$ cat src/sv/spq_pkg.sv
package spq_pkg;

    localparam int QUEUE_DEPTH = 16;
    localparam int CNT_W       = $clog2(QUEUE_DEPTH + 1);
    localparam int DATA_W      = 32;
    localparam int PRIO_W      = 16;
    localparam int OCC_W       = 5;

    localparam logic       OP_ENQ = 1'b0;
    localparam logic       OP_DEQ = 1'b1;

    localparam logic [1:0] ST_OK        = 2'd0;
    localparam logic [1:0] ST_UNDERFLOW = 2'd1;
    localparam logic [1:0] ST_OVERFLOW  = 2'd2;

    typedef struct packed {
        logic                     op;
        logic signed [DATA_W-1:0] item_data;
        logic signed [PRIO_W-1:0] item_priority;
    } t_in_item;

    typedef struct packed {
        logic signed [DATA_W-1:0] out_data;
        logic signed [PRIO_W-1:0] out_priority;
        logic                     out_valid;
        logic [1:0]               status;
        logic [OCC_W-1:0]         occupancy;
    } t_out_item;

    typedef struct packed {
        logic load_in;
        logic exec;
    } t_dp_cmd;

    typedef struct packed {
        logic out_full;
    } t_dp_sts;

    typedef enum logic {
        S_IDLE,
        S_EXEC
    } t_state;

endpackage

$ cat src/sv/spq_ctrl.sv
module spq_ctrl (
    input  logic             i_clk,
    input  logic             i_rst_n,
    input  logic             i_in_valid,
    output logic             o_in_ready,
    input  logic             i_out_ready,
    input  spq_pkg::t_dp_sts i_sts,
    output spq_pkg::t_dp_cmd o_cmd
);
    import spq_pkg::*;

    t_state r_state;
    t_state n_state;

    always_ff @(posedge i_clk) begin
        if (!i_rst_n) begin
            r_state <= S_IDLE;
        end else begin
            r_state <= n_state;
        end
    end

    always_comb begin
        n_state       = r_state;
        o_in_ready    = 1'b0;
        o_cmd.load_in = 1'b0;
        o_cmd.exec    = 1'b0;
        case (r_state)
            S_IDLE: begin
                o_in_ready = 1'b1;
                if (i_in_valid) begin
                    o_cmd.load_in = 1'b1;
                    n_state       = S_EXEC;
                end
            end
            S_EXEC: begin
                if (!i_sts.out_full || i_out_ready) begin
                    o_cmd.exec = 1'b1;
                    n_state    = S_IDLE;
                end
            end
            default: begin
                n_state = S_IDLE;
            end
        endcase
    end

endmodule

$ cat src/sv/spq_datapath.sv
module spq_datapath (
    input  logic               i_clk,
    input  logic               i_rst_n,
    input  spq_pkg::t_dp_cmd   i_cmd,
    output spq_pkg::t_dp_sts   o_sts,
    input  spq_pkg::t_in_item  i_in_item,
    output logic               o_out_valid,
    input  logic               i_out_ready,
    output spq_pkg::t_out_item o_out_item
);
    import spq_pkg::*;

    t_in_item                 r_in;
    logic signed [DATA_W-1:0] r_data [QUEUE_DEPTH];
    logic signed [PRIO_W-1:0] r_prio [QUEUE_DEPTH];
    logic signed [DATA_W-1:0] n_data [QUEUE_DEPTH];
    logic signed [PRIO_W-1:0] n_prio [QUEUE_DEPTH];
    logic [CNT_W-1:0]         r_count;
    logic [CNT_W-1:0]         n_count;
    logic                     r_out_full;
    t_out_item                r_out;
    t_out_item                n_out;
    logic [QUEUE_DEPTH-1:0]   w_ge;
    logic                     w_full;
    logic                     w_empty;

    assign w_full  = (r_count == CNT_W'(QUEUE_DEPTH));
    assign w_empty = (r_count == '0);

    // Each slot compares itself against the new priority; the sorted order
    // makes the set of slots that stay in place a prefix.
    always_comb begin
        for (int i = 0; i < QUEUE_DEPTH; i++) begin
            w_ge[i] = (CNT_W'(i) < r_count) && (r_prio[i] >= r_in.item_priority);
        end
    end

    always_comb begin
        n_count = r_count;
        n_out   = '0;
        for (int i = 0; i < QUEUE_DEPTH; i++) begin
            n_data[i] = r_data[i];
            n_prio[i] = r_prio[i];
        end
        if (r_in.op == OP_ENQ) begin
            if (w_full) begin
                n_out.status = ST_OVERFLOW;
            end else begin
                n_out.status = ST_OK;
                n_count      = r_count + 1'b1;
                if (!w_ge[0]) begin
                    n_data[0] = r_in.item_data;
                    n_prio[0] = r_in.item_priority;
                end
                for (int i = 1; i < QUEUE_DEPTH; i++) begin
                    if (!w_ge[i]) begin
                        if (w_ge[i-1]) begin
                            n_data[i] = r_in.item_data;
                            n_prio[i] = r_in.item_priority;
                        end else begin
                            n_data[i] = r_data[i-1];
                            n_prio[i] = r_prio[i-1];
                        end
                    end
                end
            end
        end else begin
            if (w_empty) begin
                n_out.status = ST_UNDERFLOW;
            end else begin
                n_out.status       = ST_OK;
                n_out.out_valid    = 1'b1;
                n_out.out_data     = r_data[0];
                n_out.out_priority = r_prio[0];
                n_count            = r_count - 1'b1;
                for (int i = 0; i < QUEUE_DEPTH - 1; i++) begin
                    n_data[i] = r_data[i+1];
                    n_prio[i] = r_prio[i+1];
                end
            end
        end
        n_out.occupancy = OCC_W'(n_count);
    end

    always_ff @(posedge i_clk) begin
        if (i_cmd.load_in) begin
            r_in <= i_in_item;
        end
        if (i_cmd.exec) begin
            r_out <= n_out;
            for (int i = 0; i < QUEUE_DEPTH; i++) begin
                r_data[i] <= n_data[i];
                r_prio[i] <= n_prio[i];
            end
        end
    end

    always_ff @(posedge i_clk) begin
        if (!i_rst_n) begin
            r_count    <= '0;
            r_out_full <= 1'b0;
        end else begin
            if (i_cmd.exec) begin
                r_count    <= n_count;
                r_out_full <= 1'b1;
            end else if (i_out_ready) begin
                r_out_full <= 1'b0;
            end
        end
    end

    assign o_sts.out_full = r_out_full;
    assign o_out_valid    = r_out_full;
    assign o_out_item     = r_out;

    a_count_bound: assert property (@(posedge i_clk) disable iff (!i_rst_n)
        r_count <= CNT_W'(QUEUE_DEPTH))
        else $error("entry count exceeds depth");

    a_exec_loads_out: assert property (@(posedge i_clk) disable iff (!i_rst_n)
        i_cmd.exec |=> r_out_full)
        else $error("executed step did not present a result");

    a_no_exec_over_full: assert property (@(posedge i_clk) disable iff (!i_rst_n)
        (i_cmd.exec && r_out_full) |-> i_out_ready)
        else $error("result overwritten before transfer");

    a_deq_status_ok: assert property (@(posedge i_clk) disable iff (!i_rst_n)
        (r_out_full && r_out.out_valid) |-> (r_out.status == ST_OK))
        else $error("returned entry with error status");

    a_count_step: assert property (@(posedge i_clk) disable iff (!i_rst_n)
        (i_cmd.exec && (r_in.op == OP_ENQ) && !w_full)
        |=> (r_count == $past(r_count) + 1'b1))
        else $error("enqueue did not grow the queue");

endmodule

$ cat src/sv/stable_priority_queue.sv
// Items are registered in r_in; results in r_out during S_EXEC, once the output is free.
// New items are taken only in S_IDLE, so none is taken until S_EXEC ends; the slot
// row compares all entries in parallel and shifts or inserts in one step.
// Reset (synchronous, active low) empties the queue and drops any pending result;
// slot contents are not cleared and no clearing pass is needed.
module stable_priority_queue (
    input  logic               i_clk,
    input  logic               i_rst_n,
    input  logic               i_in_valid,
    output logic               o_in_ready,
    input  spq_pkg::t_in_item  i_in_item,
    output logic               o_out_valid,
    input  logic               i_out_ready,
    output spq_pkg::t_out_item o_out_item
);
    import spq_pkg::*;

    t_dp_cmd w_cmd;
    t_dp_sts w_sts;

    spq_ctrl u_ctrl (
        .i_clk       (i_clk),
        .i_rst_n     (i_rst_n),
        .i_in_valid  (i_in_valid),
        .o_in_ready  (o_in_ready),
        .i_out_ready (i_out_ready),
        .i_sts       (w_sts),
        .o_cmd       (w_cmd)
    );

    spq_datapath u_datapath (
        .i_clk       (i_clk),
        .i_rst_n     (i_rst_n),
        .i_cmd       (w_cmd),
        .o_sts       (w_sts),
        .i_in_item   (i_in_item),
        .o_out_valid (o_out_valid),
        .i_out_ready (i_out_ready),
        .o_out_item  (o_out_item)
    );

endmodule

$ cat config.mk
export PLATFORM = sky130hd
export DESIGN_NAME = stable_priority_queue
export DESIGN_NICKNAME = d
export VERILOG_FILES = /design/src/sv/spq_pkg.sv /design/src/sv/spq_ctrl.sv /design/src/sv/spq_datapath.sv /design/src/sv/stable_priority_queue.sv
export SDC_FILE = /design/constraint.sdc
export NUM_CORES = 2
export LEC_CHECK = 0
export ABC_AREA = 1
export BUFFER_PORTS_ARGS = -buffer_cell sky130_fd_sc_hd__buf_2
export CAP_MARGIN = 5
export CORE_MARGIN = 4
export CORE_UTILIZATION = 55
export DETAILED_ROUTE_END_ITERATION = 7
export GPL_ROUTABILITY_DRIVEN = 1
export PLACE_DENSITY = 0.77
export SYNTH_ARGS = -nofsm -noshare
export SYNTH_HDL_FRONTEND = slang
export SYNTH_SLANG_ARGS = --single-unit
$ cat constraint.sdc
create_clock -name i_clk -period 9.6 [get_ports i_clk]
set_input_delay 1.44 -clock i_clk [delete_from_list [all_inputs] [get_ports i_clk]]
set_output_delay 1.44 -clock i_clk [all_outputs]
set_load 0.01 [all_outputs]
# Word-level counts from Yosys, hierarchy flattened
# Memory sizes are Yosys's and may differ from the RTL's.
# Cells that the tools add are included.
totals:
  reg_bits: 112
  out_inout_bits: 58
  n_memories: 2
  inputBits: 53
  ramBits: 768
  wordCells: 159
memory_table:
  columns: ["name", "depth", "word_bits", "read_ports", "rd_ports_with_merged_regs", "write_ports", "line", "text"]
  rows:
  - ["u_datapath.r_data", 16, 32, 16, 0, 16, "spq_datapath.sv:14", "logic signed [DATA_W-1:0] r_data [QUEUE_DEPTH];"]
  - ["u_datapath.r_prio", 16, 16, 16, 0, 16, "spq_datapath.sv:15", "logic signed [PRIO_W-1:0] r_prio [QUEUE_DEPTH];"]
classes:
  magnitude_cmp: 32
  reduce_logical: 21
  bitwise_logic: 2
  muxes: 88
  add_sub_neg: 2
  n_eq_ne: 1
op_table:
  columns: ["op", "count"]
  rows:
  - ["32-bit 2-to-1 mux", 32]
  - ["480-bit 2-to-1 mux", 2]
  - ["16-bit 2-to-1 mux", 32]
  - ["512-bit 2-to-1 mux", 1]
  - ["240-bit 2-to-1 mux", 2]
  - ["16-bit greater-or-equal comparator", 16]
  - ["256-bit 2-to-1 mux", 1]
  - ["4-bit by 5-bit < comparator with 1-bit output (first input constant)", 8]
  - ["3-bit by 5-bit < comparator with 1-bit output (first input constant)", 4]
  - ["1-bit logical AND", 16]
  - ["5-bit 2-to-1 mux", 3]
  - ["1-bit 2-to-1 mux", 12]
  - ["1-bit by 5-bit < comparator with 1-bit output (first input constant)", 2]
  - ["2-bit by 5-bit < comparator with 1-bit output (first input constant)", 2]
  - ["5-bit by 1-bit adder with 5-bit output (second input constant)", 1]
  - ["5-bit equality test (second input constant)", 1]
  - ["5-bit logical NOT", 1]
  - ["5-bit by 1-bit subtractor with 5-bit output (second input constant)", 1]
  - ["2-bit 2-to-1 mux", 2]
  - ["1-bit inverter", 2]
  - ["1-bit one-hot mux with 2 select lines", 1]
  - ["2-bit nonzero test", 1]
  - ["2-bit OR reduction", 1]
  - ["1-bit logical NOT", 1]
  - ["1-bit logical OR", 1]

# Logic depth before layout (Yosys ltp)
# An unclocked memory read counts as a cell.
depth:
  ltp_word: 7
  mapped_depth: 19
  ltp_nobuf: 17

# By module
# A second synthesis with hierarchy kept.
hier_totals:
  cells_unflattened: 6643
  hier_area_um2: 53143.5
by_module_without_submodules:
  columns: ["mod", "area_each_um2", "seq_area_each_um2", "n_inst", "cells_each"]
  rows:
  - ["spq_datapath", 53090.9, 26335.3, 1, 6635]
  - ["spq_ctrl", 52.6, 20.0, 1, 8]

# Worst setup path before layout
# Ideal clock, no wire load.
synth_path:
  path_kind: "input to register"
  start: "input port i_out_ready"
  end: "memory u_datapath.r_data[15][0] (netlist: u_datapath.r_data[1][224]) (enable)"
  path_stages: 6
  path_slack_ps: 3844
  n_path_buf: 0
  required_ps: 9131
  t_arrival_ps: 5286
  setup_time_ps: 469
  path_cell_list: "inv_1 -> nand2_1 -> nand2_1 -> inv_1 -> nand2_1 -> a21oi_1"
synth_lines:
  columns: ["element", "line", "text"]
  rows:
  - ["start, declared", "stable_priority_queue.sv:13", "input logic i_out_ready,"]
  - ["end, declared", "spq_datapath.sv:14", null]

==> results.md <==
- Iter 0 DRT Violations: 5255
- HP Class: flip-flop to flip-flop
- Initial antenna violation count: 0
- Unrepaired setup endpoints after global routing: no
- Setup TNS: 0 ps
- Mapped Area: 0.0530 mm^2
- Most common cell after layout, fill and taps aside: nand2_1
- Clock Root Buffer: clkbuf_16
- Via count: 43000
- Synth Register Bits: 880
- Antenna-violating nets left: 0
- Fin util: 59.6%
- Fill count: 8314
- Largest net degree at the start of global routing: 267
- Gr ovfl total: 0
- Hold WS: 489 ps
- Area of the core: 0.0953 mm^2
- Worst EP required: 9880 ps
- Total iterations of the first detailed-routing run: 6
- Max Slew Vio Count: 0
- Tot GR Track Use: 24.7%
- Worst-Margin Slew: 1240 ps
- Area post-placement: 0.0539 mm^2
- Hold_buf cts: 0
- # IOs: 111
- Worst-path clk slew: 60 ps
- Worst Skew: 15.8 ps
- Seq/Total Area, Yosys: 49.7%
- Vias per std cell: 5.49
- Die H: 318 um
- # setup viols final: 0
- Syn. warnings: 0
- Worst EP arrival: 4930 ps
- Die width: 318 um
- Vias in the first global route: 41000
- Die ar.: 0.101 mm^2
- Final Cycle Share: 48.4%
- Critical path fanouts, max: 117
- Max cap viols: 0
- Critical path type: flip-flop to flip-flop
- Yosys cell types: 32
- P per Cell Area: 171 mW/mm^2
- Mapped Cells: 6640
- Total Wirelength: 128 mm
- Routed len/inst: 16.4 um
- Outcome: finished, final reports clean
- Crit path launch type: flip-flop
- Crit path cell chain: buf_4 > buf_4 > buf_4 > o21ai_0 > inv_2
- DP HPWL: 88.5 mm
- Clock buffer depth: 3
- H-tree levels: 3
- CP Capture Type: flip-flop
- Max Clock Freq: 0.215 GHz
- CTS Sinks: 880
- Worst slew margin: 17.3%
- Highest-count cells in the layout ignoring fill and taps: 2345 x nand2_1, 1381 x nand3_1, 873 x edfxtp_1, 828 x inv_1, 259 x ha_1
- Antenna diodes: 0
- Most common cell on crit path: buf_4
- Final hold violation count: 0
- Layout Nets: 6803
- Initial Util: 55.6%
- CP peak stage delay: 1020 ps
- CTS tree: done
- First-pass GRT wire length: 212 mm
- CP max stage cell: buf_4
- Synthesis-to-finish area growth: 7.25%
- Routability cong.: 0.922
- Area of the multi-input gates: 0.0215 mm^2
- P_leak: 0.0273 uW
- FF+latch area: 0.0264 mm^2
- Port bufs: 110
- Cts bufs inserted: 96
- Post-CTS Setup Inserts: 0
- Final instance area: 0.0568 mm^2
- VDD IR max: 0.140 mV
- Syn nets: 6952
- Tmin final: 4650 ps
- Power Total: 9730 uW
- Share of layout cells above drive strength 1: 5.30%
- Clock Latency Late Sink: 670 ps
- Avg Synthesized Cell Area: 7.98 um^2
- DRC: 0
- FP Rows: 113
- Post-CTS sizing: 0
==> kinds of logic (layout without fill, tap and decap cells) <==
logic type / count (synthesis) / in the layout / share of synthesized area [%]
buffers and inverters: 1302 / 1229 / 9.85
AO/OA/AOI/OAI: 289 / 289 / 2.96
XOR/XNOR: 4 / 4 / 0.0661
adder cells (fa/ha/maj): 259 / 259 / 6.12
AND/OR/NAND/NOR: 3906 / 3906 / 31.3
flip-flops: 880 / 880 / 49.7
==> through the flow <==
step / worst slack [ps] / cells
6_report: 4950 / 7832
3_3_place_gp: 5110 / 7658
2_1_floorplan: 3840 / 6640
5_1_grt: 4690 / 7832
4_1_cts: 5050 / 7832
3_5_place_dp: 5040 / 7658
==> worst max-delay path, delay by kind of cell, from the launching register on <==
family,cells,cell delay (ps)
AO/OA/AOI/OAI,1,290
buffers and inverters,4,3430
flip-flops,1,320
==> where the power goes <==
group,switching (uW),internal (uW),total (uW)
combinational,1090,424,1520
clock,1530,1980,3510
sequential,129,4570,4700
==> synth_stat cells (all sizes together) <==
library cell	number	area (um^2)
nor3b	1	7.51
edfxtp	873	26200
o211ai	1	7.51
o22ai	49	307
nor3	2	10.0
nand2	2348	8810
or2	1	6.26
o21ai	103	515
nand3	1393	7030
a221oi	1	8.76
dfxtp	7	140
a21oi	113	566
buf	205	1100
nand4	36	225
a21o	3	22.5
clkinv	17	63.8
xor2	2	17.5
nor2	125	469
a211oi	1	7.51
o21bai	15	113
o21a	2	15.0
clkbuf	232	871
a31oi	1	6.26
xnor2	2	17.5
inv	848	3180
ha	259	3240
==> worst paths after layout <==
kind / start / to / slack (ps) / cells after the start
max: u_datapath.r_in[48] / u_datapath.r_data[1][176] / 4950 / 5
min: u_datapath.o_out_valid / u_datapath.o_out_valid / 490 / 2
min reg2reg: u_datapath.o_out_valid / u_datapath.o_out_valid / 490 / 2
max reg2reg: u_datapath.r_in[48] / u_datapath.r_data[1][176] / 4950 / 5
==> per-layer routing <==
metal	GRT usage, %	vias up	part of all wire [%]
li1	-	21400	-
met1	37.0	19500	46
met2	37.8	1901	43
met3	3.39	186	8.4
met4	6.57	0	2.1
met5	0	-	0
==> layout make-up <==
class	instances	area share, %
clock inverters	55	0.709
multi-input cells	4458	37.8
inverters	865	5.73
repair buffers	190	2.07
clock buffers	119	4.47
flip-flops and latches	880	46.4
well taps	1265	2.79
==> flip-flops by register name (all words and copies together), names as in the netlist <==
register                count
u_datapath.r_in            49
u_datapath.o_out_valid      1
u_datapath.r_data         512
u_datapath.r_count          5
u_datapath.r_prio         256
u_datapath.o_out_item      56
u_ctrl.r_state              1
Power figures use the tool's default switching activity.
